### src/rtl/wec_pkg.sv
// Shared constants and codes for the wheel encoder counter.
package wec_pkg;

   localparam int TIME_W      = 32;
   localparam int COUNT_W     = 32;
   localparam int DIR_W       = 2;
   localparam int CMD_W       = 2;
   localparam int CSR_DATA_W  = 16;
   localparam int CSR_INDEX_W = 1;
   localparam int DIV_W       = 42;
   localparam int SCALE_W     = 10;
   localparam int REQ_DATA_W  = 72;
   localparam int RSP_DATA_W  = 72;

   localparam int HISTORY_DEPTH_DEFAULT = 5;

   // history average by reciprocal: quotient = (sum * recip) >> AVG_SHIFT
   localparam int AVG_SHIFT  = 40;
   localparam int RECIP_W    = 41;
   localparam int RECIP_LO_W = 21;

   localparam logic [CMD_W-1:0] CMD_EDGE  = 2'd0;
   localparam logic [CMD_W-1:0] CMD_QUERY = 2'd1;
   localparam logic [CMD_W-1:0] CMD_CLEAR = 2'd2;

   localparam logic [CSR_INDEX_W-1:0] REG_DEBOUNCE = 1'b0;
   localparam logic [CSR_INDEX_W-1:0] REG_INTERVAL = 1'b1;

   localparam logic [CSR_DATA_W-1:0] DEBOUNCE_RESET = 16'd500;
   localparam logic [CSR_DATA_W-1:0] INTERVAL_RESET = 16'd100;

   localparam logic [DIR_W-1:0] DIR_NONE = 2'b00;
   localparam logic [DIR_W-1:0] DIR_UP   = 2'b01;
   localparam logic [DIR_W-1:0] DIR_DOWN = 2'b11;

   localparam logic [SCALE_W-1:0] SPEED_SCALE = 10'd1000;

   localparam logic [COUNT_W-1:0] SPEED_MAX = 32'h7FFF_FFFF;
   localparam logic [COUNT_W-1:0] SPEED_MIN = 32'h8000_0000;

endpackage

### src/rtl/wec_div.sv
// Restoring unsigned divider, one quotient bit per cycle.
module wec_div #(
   parameter int DIVIDEND_W = wec_pkg::DIV_W,
   parameter int DIVISOR_W  = wec_pkg::TIME_W
) (
   input  logic                  clock,
   input  logic                  reset,
   input  logic                  start,
   input  logic [DIVIDEND_W-1:0] dividend,
   input  logic [DIVISOR_W-1:0]  divisor,
   output logic                  done,
   output logic [DIVIDEND_W-1:0] quotient
);

   localparam int CNT_W = $clog2(DIVIDEND_W + 1);

   logic                  busy_ff, busy_in;
   logic                  done_ff, done_in;
   logic [CNT_W-1:0]      count_ff, count_in;
   logic [DIVISOR_W-1:0]  rem_ff, rem_in;
   logic [DIVIDEND_W-1:0] quo_ff, quo_in;
   logic [DIVISOR_W-1:0]  dsr_ff, dsr_in;
   logic [DIVISOR_W:0]    shifted;
   logic [DIVISOR_W:0]    diff;

   assign shifted = {rem_ff, quo_ff[DIVIDEND_W-1]};
   assign diff    = shifted - {1'b0, dsr_ff};

   always_comb begin
      busy_in  = busy_ff;
      done_in  = 1'b0;
      count_in = count_ff;
      rem_in   = rem_ff;
      quo_in   = quo_ff;
      dsr_in   = dsr_ff;
      if (start) begin
         busy_in  = 1'b1;
         count_in = CNT_W'(DIVIDEND_W);
         rem_in   = '0;
         quo_in   = dividend;
         dsr_in   = divisor;
      end else if (busy_ff) begin
         if (!diff[DIVISOR_W]) begin
            rem_in = diff[DIVISOR_W-1:0];
            quo_in = {quo_ff[DIVIDEND_W-2:0], 1'b1};
         end else begin
            rem_in = shifted[DIVISOR_W-1:0];
            quo_in = {quo_ff[DIVIDEND_W-2:0], 1'b0};
         end
         count_in = count_ff - CNT_W'(1);
         if (count_ff == CNT_W'(1)) begin
            busy_in = 1'b0;
            done_in = 1'b1;
         end
      end
   end

   always_ff @(posedge clock) begin
      if (reset) begin
         busy_ff  <= 1'b0;
         done_ff  <= 1'b0;
         count_ff <= '0;
      end else begin
         busy_ff  <= busy_in;
         done_ff  <= done_in;
         count_ff <= count_in;
      end
      rem_ff <= rem_in;
      quo_ff <= quo_in;
      dsr_ff <= dsr_in;
   end

   assign done     = done_ff;
   assign quotient = quo_ff;

   a_start_idle: assert property (@(posedge clock) disable iff (reset)
      start |-> !busy_ff)
      else $error("divider started while busy");

   a_done_after_busy: assert property (@(posedge clock) disable iff (reset)
      done_ff |-> $past(busy_ff) && !busy_ff)
      else $error("divider done without a run");

   a_count_live: assert property (@(posedge clock) disable iff (reset)
      busy_ff |-> count_ff != '0)
      else $error("divider busy with zero count");

endmodule

### src/rtl/wheel_encoder_count_and_speed.sv
// Top level: wheel encoder counter with debounce and averaged speed.
//
// Input items arrive on req_ (command in req_tuser, pin levels and the
// microsecond and millisecond timestamps in req_tdata). Every item gives one
// result item on rsp_: edge count, last direction and speed average.
// Registers debounce_us (index 0) and interval_ms (index 1) are written on
// the csr_ port with csr_we; write them only while the block is idle.
// Sequence: an edge, clear or query that takes no sample goes through the
// EXEC and EMIT states into the result register, then back to idle. A query
// that takes a sample adds a multiply by 1000, a 42-step division on the
// one-bit-per-cycle divider, then the history average by a two-step
// reciprocal multiply.
// The block takes one item at a time; req_tready is high only in idle.
// A result waits in the output register while rsp_tready is low; the next
// item is accepted meanwhile but its result is held until the slot frees.
// Reset is synchronous: count, direction, timestamps, history and average
// go to zero, debounce_us to 500 and interval_ms to 100.
module wheel_encoder_count_and_speed #(
   parameter int HISTORY_DEPTH = wec_pkg::HISTORY_DEPTH_DEFAULT
) (
   input  logic                               clock,
   input  logic                               reset,
   input  logic                               req_tvalid,
   output logic                               req_tready,
   // level_a, level_b, time_us, time_ms
   input  logic [wec_pkg::REQ_DATA_W-1:0]     req_tdata,
   // command
   input  logic [wec_pkg::CMD_W-1:0]          req_tuser,
   output logic                               rsp_tvalid,
   input  logic                               rsp_tready,
   // count, dir, speed_avg
   output logic [wec_pkg::RSP_DATA_W-1:0]     rsp_tdata,
   input  logic                               csr_we,
   input  logic [wec_pkg::CSR_INDEX_W-1:0]    csr_index,
   input  logic [wec_pkg::CSR_DATA_W-1:0]     csr_wdata
);

   localparam int CW    = wec_pkg::COUNT_W;
   localparam int TW    = wec_pkg::TIME_W;
   localparam int DW    = wec_pkg::DIV_W;
   localparam int SUM_W = CW + $clog2(HISTORY_DEPTH) + 1;
   localparam int RW    = wec_pkg::RECIP_W;
   localparam int RLW   = wec_pkg::RECIP_LO_W;
   localparam int MUL_W = SUM_W + RLW;
   localparam int ACC_W = SUM_W + RW;

   localparam logic [63:0] AVG_RECIP =
      ((64'd1 << wec_pkg::AVG_SHIFT) + 64'(HISTORY_DEPTH) - 64'd1) / 64'(HISTORY_DEPTH);
   localparam logic [RLW-1:0] RECIP_LO = RLW'(AVG_RECIP);
   localparam logic [RLW-1:0] RECIP_HI = RLW'(AVG_RECIP >> RLW);

   localparam logic [3:0] ST_IDLE  = 4'd0;
   localparam logic [3:0] ST_EXEC  = 4'd1;
   localparam logic [3:0] ST_MUL   = 4'd2;
   localparam logic [3:0] ST_SGO   = 4'd3;
   localparam logic [3:0] ST_SWAIT = 4'd4;
   localparam logic [3:0] ST_SAT   = 4'd5;
   localparam logic [3:0] ST_AMAG  = 4'd6;
   localparam logic [3:0] ST_ALO   = 4'd7;
   localparam logic [3:0] ST_EMIT  = 4'd8;
   localparam logic [3:0] ST_AHI   = 4'd9;
   localparam logic [3:0] ST_AFIX  = 4'd10;

   logic [3:0]                   state_ff;
   logic [wec_pkg::CSR_DATA_W-1:0] debounce_ff, interval_ff;
   logic [wec_pkg::CMD_W-1:0]    cmd_ff;
   logic                         lvl_a_ff, lvl_b_ff;
   logic [TW-1:0]                t_us_ff, t_ms_ff;
   logic [CW-1:0]                edge_count_ff;
   logic [wec_pkg::DIR_W-1:0]    last_dir_ff;
   logic [TW-1:0]                last_edge_ff, last_sample_ff;
   logic [CW-1:0]                count_at_sample_ff;
   logic [TW-1:0]                elapsed_ff;
   logic [CW-1:0]                delta_ff;
   logic                         neg_ff;
   logic [DW-1:0]                prod_ff;
   logic signed [CW-1:0]         hist_ff [HISTORY_DEPTH];
   logic [SUM_W-1:0]             sum_ff;
   logic [SUM_W-1:0]             avg_mag_ff;
   logic [ACC_W-1:0]             acc_ff;
   logic [CW-1:0]                avg_ff;
   logic                         rsp_valid_ff;
   logic [wec_pkg::RSP_DATA_W-1:0] rsp_data_ff;

   logic                         req_accept;
   logic [TW-1:0]                elapsed_us, elapsed_ms;
   logic [CW-1:0]                delta_mag;
   logic [CW-1:0]                sample;
   logic [CW-1:0]                quo_low;
   logic [SUM_W-1:0]             sum_mag;
   logic [SUM_W-1:0]             sum_next;
   logic [RLW-1:0]               mul_k;
   logic [MUL_W-1:0]             mul_out;
   logic [CW-1:0]                avg_quo;
   logic                         emit_ok;
   logic                         div_start;
   logic                         div_done;
   logic [DW-1:0]                div_quotient;

   assign req_tready = (state_ff == ST_IDLE);
   assign req_accept = req_tvalid && req_tready;
   assign emit_ok    = !rsp_valid_ff || rsp_tready;

   assign elapsed_us = t_us_ff - last_edge_ff;
   assign elapsed_ms = t_ms_ff - last_sample_ff;
   assign delta_mag  = delta_ff[CW-1] ? (~delta_ff + CW'(1)) : delta_ff;
   assign sum_mag    = sum_ff[SUM_W-1] ? (~sum_ff + SUM_W'(1)) : sum_ff;
   assign quo_low    = div_quotient[CW-1:0];

   always_comb begin
      if (!neg_ff) begin
         sample = (div_quotient > DW'(wec_pkg::SPEED_MAX)) ? wec_pkg::SPEED_MAX : quo_low;
      end else begin
         sample = (div_quotient > DW'(wec_pkg::SPEED_MIN)) ? wec_pkg::SPEED_MIN
                                                           : (~quo_low + CW'(1));
      end
   end

   assign sum_next = sum_ff
                   - {{(SUM_W-CW){hist_ff[HISTORY_DEPTH-1][CW-1]}}, hist_ff[HISTORY_DEPTH-1]}
                   + {{(SUM_W-CW){sample[CW-1]}}, sample};

   assign mul_k   = (state_ff == ST_ALO) ? RECIP_LO : RECIP_HI;
   assign mul_out = {{RLW{1'b0}}, avg_mag_ff} * {{SUM_W{1'b0}}, mul_k};
   assign avg_quo = acc_ff[wec_pkg::AVG_SHIFT +: CW];

   assign div_start = (state_ff == ST_SGO);

   wec_div #(
      .DIVIDEND_W (DW),
      .DIVISOR_W  (TW)
   ) u_div (
      .clock    (clock),
      .reset    (reset),
      .start    (div_start),
      .dividend (prod_ff),
      .divisor  (elapsed_ff),
      .done     (div_done),
      .quotient (div_quotient)
   );

   // configuration
   always_ff @(posedge clock) begin
      if (reset) begin
         debounce_ff <= wec_pkg::DEBOUNCE_RESET;
         interval_ff <= wec_pkg::INTERVAL_RESET;
      end else if (csr_we) begin
         case (csr_index)
            wec_pkg::REG_DEBOUNCE: debounce_ff <= csr_wdata;
            wec_pkg::REG_INTERVAL: interval_ff <= csr_wdata;
            default: ;
         endcase
      end
   end

   // item latch
   always_ff @(posedge clock) begin
      if (req_accept) begin
         cmd_ff   <= req_tuser;
         lvl_a_ff <= req_tdata[0];
         lvl_b_ff <= req_tdata[1];
         t_us_ff  <= req_tdata[33:2];
         t_ms_ff  <= req_tdata[65:34];
      end
   end

   // sequencer and state
   always_ff @(posedge clock) begin
      if (reset) begin
         state_ff           <= ST_IDLE;
         edge_count_ff      <= '0;
         last_dir_ff        <= wec_pkg::DIR_NONE;
         last_edge_ff       <= '0;
         last_sample_ff     <= '0;
         count_at_sample_ff <= '0;
         sum_ff             <= '0;
         avg_ff             <= '0;
         for (int i = 0; i < HISTORY_DEPTH; i++) begin
            hist_ff[i] <= '0;
         end
      end else begin
         case (state_ff)
            ST_IDLE: begin
               if (req_accept) begin
                  state_ff <= ST_EXEC;
               end
            end
            ST_EXEC: begin
               state_ff <= ST_EMIT;
               case (cmd_ff)
                  wec_pkg::CMD_EDGE: begin
                     if (elapsed_us >= TW'(debounce_ff)) begin
                        if (lvl_a_ff != lvl_b_ff) begin
                           edge_count_ff <= edge_count_ff + CW'(1);
                           last_dir_ff   <= wec_pkg::DIR_UP;
                        end else begin
                           edge_count_ff <= edge_count_ff - CW'(1);
                           last_dir_ff   <= wec_pkg::DIR_DOWN;
                        end
                        last_edge_ff <= t_us_ff;
                     end
                  end
                  wec_pkg::CMD_QUERY: begin
                     if (elapsed_ms > TW'(interval_ff)) begin
                        elapsed_ff         <= elapsed_ms;
                        delta_ff           <= edge_count_ff - count_at_sample_ff;
                        count_at_sample_ff <= edge_count_ff;
                        last_sample_ff     <= t_ms_ff;
                        state_ff           <= ST_MUL;
                     end
                  end
                  wec_pkg::CMD_CLEAR: begin
                     edge_count_ff <= '0;
                  end
                  default: ;
               endcase
            end
            ST_MUL: begin
               neg_ff   <= delta_ff[CW-1];
               prod_ff  <= DW'(delta_mag) * DW'(wec_pkg::SPEED_SCALE);
               state_ff <= ST_SGO;
            end
            ST_SGO: begin
               state_ff <= ST_SWAIT;
            end
            ST_SWAIT: begin
               if (div_done) begin
                  state_ff <= ST_SAT;
               end
            end
            ST_SAT: begin
               hist_ff[0] <= sample;
               for (int i = 1; i < HISTORY_DEPTH; i++) begin
                  hist_ff[i] <= hist_ff[i-1];
               end
               sum_ff   <= sum_next;
               state_ff <= ST_AMAG;
            end
            ST_AMAG: begin
               avg_mag_ff <= sum_mag;
               state_ff   <= ST_ALO;
            end
            ST_ALO: begin
               acc_ff   <= ACC_W'(mul_out);
               state_ff <= ST_AHI;
            end
            ST_AHI: begin
               acc_ff   <= acc_ff + (ACC_W'(mul_out) << RLW);
               state_ff <= ST_AFIX;
            end
            ST_AFIX: begin
               avg_ff   <= sum_ff[SUM_W-1] ? (~avg_quo + CW'(1)) : avg_quo;
               state_ff <= ST_EMIT;
            end
            ST_EMIT: begin
               if (emit_ok) begin
                  state_ff <= ST_IDLE;
               end
            end
            default: state_ff <= ST_IDLE;
         endcase
      end
   end

   // output register
   always_ff @(posedge clock) begin
      if (reset) begin
         rsp_valid_ff <= 1'b0;
      end else if (state_ff == ST_EMIT && emit_ok) begin
         rsp_valid_ff <= 1'b1;
      end else if (rsp_tready) begin
         rsp_valid_ff <= 1'b0;
      end
      if (state_ff == ST_EMIT && emit_ok) begin
         rsp_data_ff <= {{(wec_pkg::RSP_DATA_W - 2*CW - wec_pkg::DIR_W){1'b0}},
                         avg_ff, last_dir_ff, edge_count_ff};
      end
   end

   assign rsp_tvalid = rsp_valid_ff;
   assign rsp_tdata  = rsp_data_ff;

   a_div_done_waiting: assert property (@(posedge clock) disable iff (reset)
      div_done |-> (state_ff == ST_SWAIT))
      else $error("divider result with no waiting step");

   a_emit_loads: assert property (@(posedge clock) disable iff (reset)
      (state_ff == ST_EMIT) && emit_ok |=> rsp_valid_ff && (state_ff == ST_IDLE))
      else $error("result not loaded on emit");

   a_dir_code: assert property (@(posedge clock) disable iff (reset)
      last_dir_ff != 2'b10)
      else $error("direction holds an unused code");

endmodule
### config.mk
export PLATFORM = sky130hd
export DESIGN_NAME = wheel_encoder_count_and_speed
export DESIGN_NICKNAME = d
export VERILOG_FILES = /design/src/rtl/wec_pkg.sv /design/src/rtl/wec_div.sv /design/src/rtl/wheel_encoder_count_and_speed.sv
export SDC_FILE = /design/constraint.sdc
export NUM_CORES = 2
export LEC_CHECK = 0
export BUFFER_PORTS_ARGS = -buffer_cell sky130_fd_sc_hd__buf_4
export CORE_MARGIN = 8
export CORE_UTILIZATION = 35
export CTS_CLUSTER_SIZE = 16
export DETAILED_ROUTE_END_ITERATION = 7
export PLACE_DENSITY_LB_ADDON = 0.05
export SKIP_CTS_REPAIR_TIMING = 1
export SYNTH_ARGS = -nofsm -noshare
export SYNTH_HDL_FRONTEND = slang
export SYNTH_SLANG_ARGS = --single-unit
### constraint.sdc
create_clock -name clock -period 10 [get_ports clock]
set_input_delay 1.5 -clock clock [delete_from_list [all_inputs] [get_ports clock]]
set_output_delay 1.5 -clock clock [all_outputs]
set_load 0.1 [all_outputs]
Yosys cells after proc, flatten, opt, wreduce, memory -nomap -nowiden

Memories as Yosys holds them, arrays and structs flattened.
Cells that the tools add are included.

Bits in registers: 700
Bits in latches: 0
RAM bits: 160
ROM bits: 0
Input bits: 96
Output and inout bits: 74
Word-level logic and storage cells: 145
Memories: 1

Add/subtract/negate cells: 14
Multipliers: 2
Divide/modulo/power cells: 0
$lt $le $gt $ge: 4
Equality and inequality tests: 18
Shift-type cells: 0
Multiplexer cells: 40
Bitwise operators: 12
Reduce and logical (&&, ||, !) cells: 22

Memories:

| name    | depth | width | rd ports | clocked after Yosys merged registers in | wr ports | RTL line                            | text |
|---|---|---|---|---|---|---|---|
| hist_ff | 5     | 32    | 5        | 0                                       | 5        | wheel_encoder_count_and_speed.sv:77 | `logic signed [CW-1:0] hist_ff [HISTORY_DEPTH];` |

Operator list:

| operator              | count |
|---|---|
| $mux 32               | 13 |
| $pmux 77 s2           | 1 |
| $add 32x1->32 const B | 4 |
| $not 32->32           | 3 |
| $sub 32x32->32        | 3 |
| $mux 42               | 2 |
| $add 77x77->77        | 1 |
| $pmux 32 s2           | 1 |
| $mul 36x21->57        | 1 |
| $pmux 4 s11           | 1 |
| $gt 42x31->1 const B  | 1 |
| $gt 42x32->1 const B  | 1 |
| $mul 32x7->39 const B | 1 |
| $add 36x1->36 const B | 1 |
| $add 36x36->36        | 1 |
| $not 36->36           | 1 |
| $sub 36x36->36        | 1 |
| $mux 35               | 1 |
| $sub 33x32->33        | 1 |
| $ge 32x16->1          | 1 |
| $gt 32x16->1          | 1 |
| $sub 32x1->32 const B | 1 |
| $mux 21               | 1 |
| $mux 4                | 5 |
| 27 further kinds      | 64 |

Depth between registers and ports, before layout

Depth after elaboration: 5
Depth in mapped cells: 42

Hierarchy

From an unflattened synthesis, not the netlist that was laid out.

Cells, all modules: 6836
Area, all modules: 68399.4 um^2

By module, submodules not included:

| module                        | instances | cells an instance | area each (um^2) | sequential area each (um^2) |
|---|---|---|---|---|
| wheel_encoder_count_and_speed | 1         | 6240              | 61984.4          | 19268.5 |
| wec_div                       | 1         | 596               | 6414.9           | 3022.9 |

Worst setup path after synthesis

No wires, ideal clock.

Path type: reg2reg
Start: register state_ff[1]
End: register acc_ff[56], data pin
Library setup time: 0.260 ns
Arrival time: 9.908 ns
Data required time: 9.740 ns
Setup slack: -0.168 ns
Cell stages (with the launch flop): 41
Path buffers: 3
Cell sequence: dfxtp_1 -> clkbuf_1 -> and3_1 -> clkbuf_1 -> clkbuf_1 -> and2_1 -> fa_1 -> inv_1 -> fa_1 -> fa_1 -> inv_1 -> fa_1 -> inv_1 -> fa_1 -> inv_1 -> fa_1 -> inv_1 -> fa_1 -> (+5 left out) -> nand2_1 -> a21o_1 -> a21o_1 -> a31o_2 -> a21o_1 -> a21oi_1 -> xnor2_1 -> ha_1 -> a21o_1 -> a21o_1 -> a221o_1 -> a221oi_1 -> o21ai_0 -> a211o_1 -> a31o_2 -> o31ai_1 -> xnor2_1 -> mux2_2

Longest elaborated chain between the ends: 5
Elaborated cells on any way between the ends: 6
Classes of those cells: add/sub: 1; mul: 1; eq/ne: 2; mux: 2

Ends and longest elaborated chain:

| element                | RTL line                                                                   | text |
|---|---|---|
| from (decl)            | wheel_encoder_count_and_speed.sv:64                                        | `logic [3:0] state_ff;` |
| from (signal assigned) | wheel_encoder_count_and_speed.sv:170                                       | `state_ff <= ST_IDLE;` |
| from (signal assigned) | wheel_encoder_count_and_speed.sv:185                                       | `state_ff <= ST_EXEC;` |
| from (signal assigned) | wheel_encoder_count_and_speed.sv:189                                       | `state_ff <= ST_EMIT;` |
| $eq 4x3->1             | wheel_encoder_count_and_speed.sv:123, wheel_encoder_count_and_speed.sv:182 |  |
| $mux 21                | wheel_encoder_count_and_speed.sv:123                                       | `assign mul_k = (state_ff == ST_ALO) ? RECIP_LO : RECIP_HI;` |
| $mul 36x21->57         | wheel_encoder_count_and_speed.sv:124                                       | `assign mul_out = {{RLW{1'b0}}, avg_mag_ff} * {{SUM_W{1'b0}}, mul_k};` |
| $add 77x77->77         | wheel_encoder_count_and_speed.sv:248                                       | `acc_ff <= acc_ff + (ACC_W'(mul_out) << RLW);` |
| $pmux 77 s2 *          | wheel_encoder_count_and_speed.sv:182                                       | `case (state_ff)` |
| to (signal assigned)   | wheel_encoder_count_and_speed.sv:244                                       | `acc_ff <= ACC_W'(mul_out);` |
| to (signal assigned)   | wheel_encoder_count_and_speed.sv:248                                       |  |
| to (decl)              | wheel_encoder_count_and_speed.sv:80                                        | `logic [ACC_W-1:0] acc_ff;` |

Mark *: on every way between the ends. The rest lies on a longest branch, timed or not.
A chain may end at the register's enable or synchronous reset.

Final worst setup path

Start: register state_ff[0]
End: register acc_ff[68], data pin

Same word-level chain as after synthesis.

==> impl_metrics.env <==
export IMPL_outcome="complete, no violations"
export IMPL_synth_flop_cell="edfxtp_1"
export IMPL_relSlewSlack_pct=22.91
export IMPL_finClkSkew_ns=0.02570
export IMPL_layout_min_cycle_time_ns=9.671
export IMPL_min_period_over_period_pct=96.71
export IMPL_port_buffer_count=157
export IMPL_slew_violations=0
export IMPL_syn_area_mm2=0.06732
export IMPL_cp_common_cell="fa_1"
export IMPL_syn_inst=6828
export IMPL_fin_nets=8505
export IMPL_ir_worst_vdd_uv=170.2
export IMPL_cp_max_fo=7
export IMPL_start_util_pct=35.10
export IMPL_grt_max_degree=114
export IMPL_synth_async_sr_flop_share_pct=0
export IMPL_fin_cells=9853
export IMPL_maxCapViolations=0
export IMPL_crit_slowest_cell="fa_1"
export IMPL_route_detailed_drc=0
export IMPL_final_layout_size_suffix_gt1_share_pct=9.924
export IMPL_grt_pass1_wl_mm=273.6
export IMPL_p_seq_share_pct=27.7
export IMPL_seq_area_mm2=0.02229
export IMPL_leakage_nw=33.72
export IMPL_die_w_um=454.6
export IMPL_clk_latency_ns=0.73
export IMPL_p_int_mw=9.357
export IMPL_max_freq_mhz=103.4
export IMPL_worst_slew_pin_transition_ns=1.156
export IMPL_combPwrFrac_pct=47.1
export IMPL_drt_iter0_drc=2293
export IMPL_ys_ff_latch=834
export IMPL_ys_seq_area_share_pct=33.11
export IMPL_place_inst=9647
export IMPL_die_area_mm2=0.2066
export IMPL_cts_tree="yes"
export IMPL_grtUsageTotal_pct=16.45
export IMPL_ys_types=84
export IMPL_wl_per_cell_um=17.36
export IMPL_clk_pin_slew_worst_paths_ns=0.06
export IMPL_fillerInstances=19190
export IMPL_multiInputGateArea_mm2=0.04125
export IMPL_viasPerCell=4.875
export IMPL_antenna_found_initial=8
export IMPL_overflow=0
export IMPL_synth_top_area_share_pct=24.93
export IMPL_post_route_util_pct=40.22
export IMPL_hp_class="register to register"
export IMPL_areaGrowthSynthToFinish_pct=14.57
export IMPL_tns_ns=0
export IMPL_p_total_mw=14.83
export IMPL_worstPathRequired_ns=10.46
export IMPL_rows=161
export IMPL_crit_path_end_kind="register"
export IMPL_ant_nets=0
export IMPL_worstSetupStartpointType="register"
export IMPL_grt_pass1_vias=48620
export IMPL_path_class="register to register"
export IMPL_cp_arrival_ns=10.13
export IMPL_drt_pass1_iter_count=5
export IMPL_clk_path_buf_depth=3
export IMPL_yosys_area_top_type="edfxtp_1"
export IMPL_hpwl_mm=135.9
export IMPL_htree_levels=3
export IMPL_setup_viol=0
export IMPL_core_area_mm2=0.1918
export IMPL_p_sw_share_pct=36.93
export IMPL_routabilityCongestion=0.8451
export IMPL_powerDensity_mw_per_mm2=192.3
export IMPL_finalHoldViolations=0
export IMPL_chipHeight_um=454.6
export IMPL_p_sw_mw=5.478
export IMPL_synth_edf_count=559
export IMPL_root_buffer="clkbuf_16"
export IMPL_wl_mm=171.1
export IMPL_power_frac_clock_pct=25.2
export IMPL_clock_sinks=834
export IMPL_cts_made_buffers=104
export IMPL_syn_mean_instance_area_um2=9.860
export IMPL_yosysWarnings=0
export IMPL_ios=170
export IMPL_via_count=48040
export IMPL_synth_area_top_cells="edfxtp_1, fa_1, ha_1"
export IMPL_critPathMaxStageDelay_ns=0.57
-- layer usage --
layer | global-route usage [%] | wire length, µm
met4 | 3.903 | 3848
met3 | 2.070 | 5292
met1 | 23.08 | 82770
met2 | 27.07 | 79120
met5 | 0 | 26
-- worst paths after layout --
| path | from | to | slack (ns) | cells after the start |
|---|---|---|---|---|
| worst max register to register | state_ff[0] | acc_ff[68] | 0.33 | 41 |
| worst min-delay path | elapsed_ff[10] | u_div.dsr_ff[10] | 0.42 | 0 |
| worst min register to register | elapsed_ff[10] | u_div.dsr_ff[10] | 0.42 | 0 |
| worst max-delay path | state_ff[0] | acc_ff[68] | 0.33 | 41 |
-- final cells by class --
| class | count | share of cell area [%] |
|---|---|---|
| diodes | 1 | 0.003244 |
| clock buffers | 146 | 3.767 |
| clock inverters | 49 | 0.6035 |
| inverters | 989 | 4.823 |
| multi-input cells | 4871 | 53.48 |
| flip-flops and latches | 834 | 28.91 |
| well taps | 2526 | 4.098 |
| repair buffers | 437 | 4.317 |
-- per-stage QoR --
stage / worst slack (ns) / hold slack [ns] / area, µm²
5_1_grt: -0.04511 / 0.4248 / 77130
4_1_cts: -0.3105 / 0.4174 / 76660
2_1_floorplan: 0.06082 / 0.4003 / 67600
3_5_place_dp: -0.2372 / 0.4045 / 73290
6_report: 0.3289 / 0.4169 / 77130
3_3_place_gp: -0.2191 / 0.4008 / 73290
-- power groups by stage --
stage          clock network (mW)  registers (mW)  logic, mW
2_1_floorplan                   0            4.21       4.55
3_3_place_gp                    0            4.18       6.73
3_5_place_dp                    0            4.18       6.74
4_1_cts                      3.90            4.11       6.80
5_1_grt                      4.01            4.13       7.84
6_report                     3.74            4.11       6.98
-- cell usage after synthesis, types with 19 or more instances --
cell type  number
nor4_1         24
and3_1         40
a21o_1        148
o21ai_0       282
a211o_1        19
clkbuf_1      180
or4_1          20
a211oi_1       73
o211ai_1       39
and2_1        206
nand2_1       588
mux2i_1       126
o21a_1         40
a21oi_1       392
o31ai_1        50
nor2_1        412
nand3_1       105
o21bai_1       40
ha_1          621
fa_1          551
inv_1         987
edfxtp_1      559
or2_2          22
nor2b_1        65
dfxtp_1       275
xnor2_1       240
nand4_1        43
a31oi_1        50
xor2_1        143
or3_1          44
nand2b_1       66
nor3_1         83
o22ai_1        51
-- flip-flops by register name, summed over array words and instances, names as in the netlist, 4 cells and up --
register / flops
acc_ff: 51
avg_ff: 32
avg_mag_ff: 36
count_at_sample_ff: 32
debounce_ff: 16
delta_ff: 32
edge_count_ff: 32
elapsed_ff: 32
hist_ff: 160
interval_ff: 16
last_edge_ff: 32
last_sample_ff: 32
prod_ff: 39
rsp_tdata: 66
state_ff: 4
sum_ff: 36
t_ms_ff: 32
t_us_ff: 32
u_div.count_ff: 6
u_div.dsr_ff: 32
u_div.quotient: 42
u_div.rem_ff: 32
-- worst max-delay path: cells and delay by family, from the launching register on --
kind	cells	cell delay [ns]
compound gates	14	2.68
flops	1	0.32
xor+xnor	2	0.32
buf+inv	10	1.12
simple gates	6	0.75
fa+ha+maj	9	4.19
-- placed cells by master, fill, tap and decap left out, types with 49 or more instances in the layout --
cell,instances
ha_1,612
mux2i_1,126
nand2_1,587
dfxtp_1,273
xor2_1,139
nor3_1,81
nor2_1,408
o21ai_0,273
xnor2_1,236
o22ai_1,51
nand3_1,101
nand2b_1,66
edfxtp_1,559
clkbuf_16,108
buf_4,431
conb_1,74
nor2b_1,64
a21oi_1,381
a21o_1,148
o31ai_1,49
a211oi_1,66
inv_1,984
fa_1,548
and2_1,200
-- cells by family (layout without fill, tap and decap cells) --
group / count (synthesis) / in the layout / synth area share [%]
adders and majority gates: 1172 / 1172 / 27.93
AOI/OAI and AO/OA: 1346 / 1346 / 12.71
other: 2 / 75 / 0.01116
DFF: 834 / 834 / 33.11
and+or+nand+nor: 1759 / 1759 / 12.49
xor gates and xnor gates: 383 / 383 / 4.983
muxes: 137 / 137 / 2.057
buffers and inverters: 1195 / 1621 / 6.707
Power figures use the tool's default switching activity.
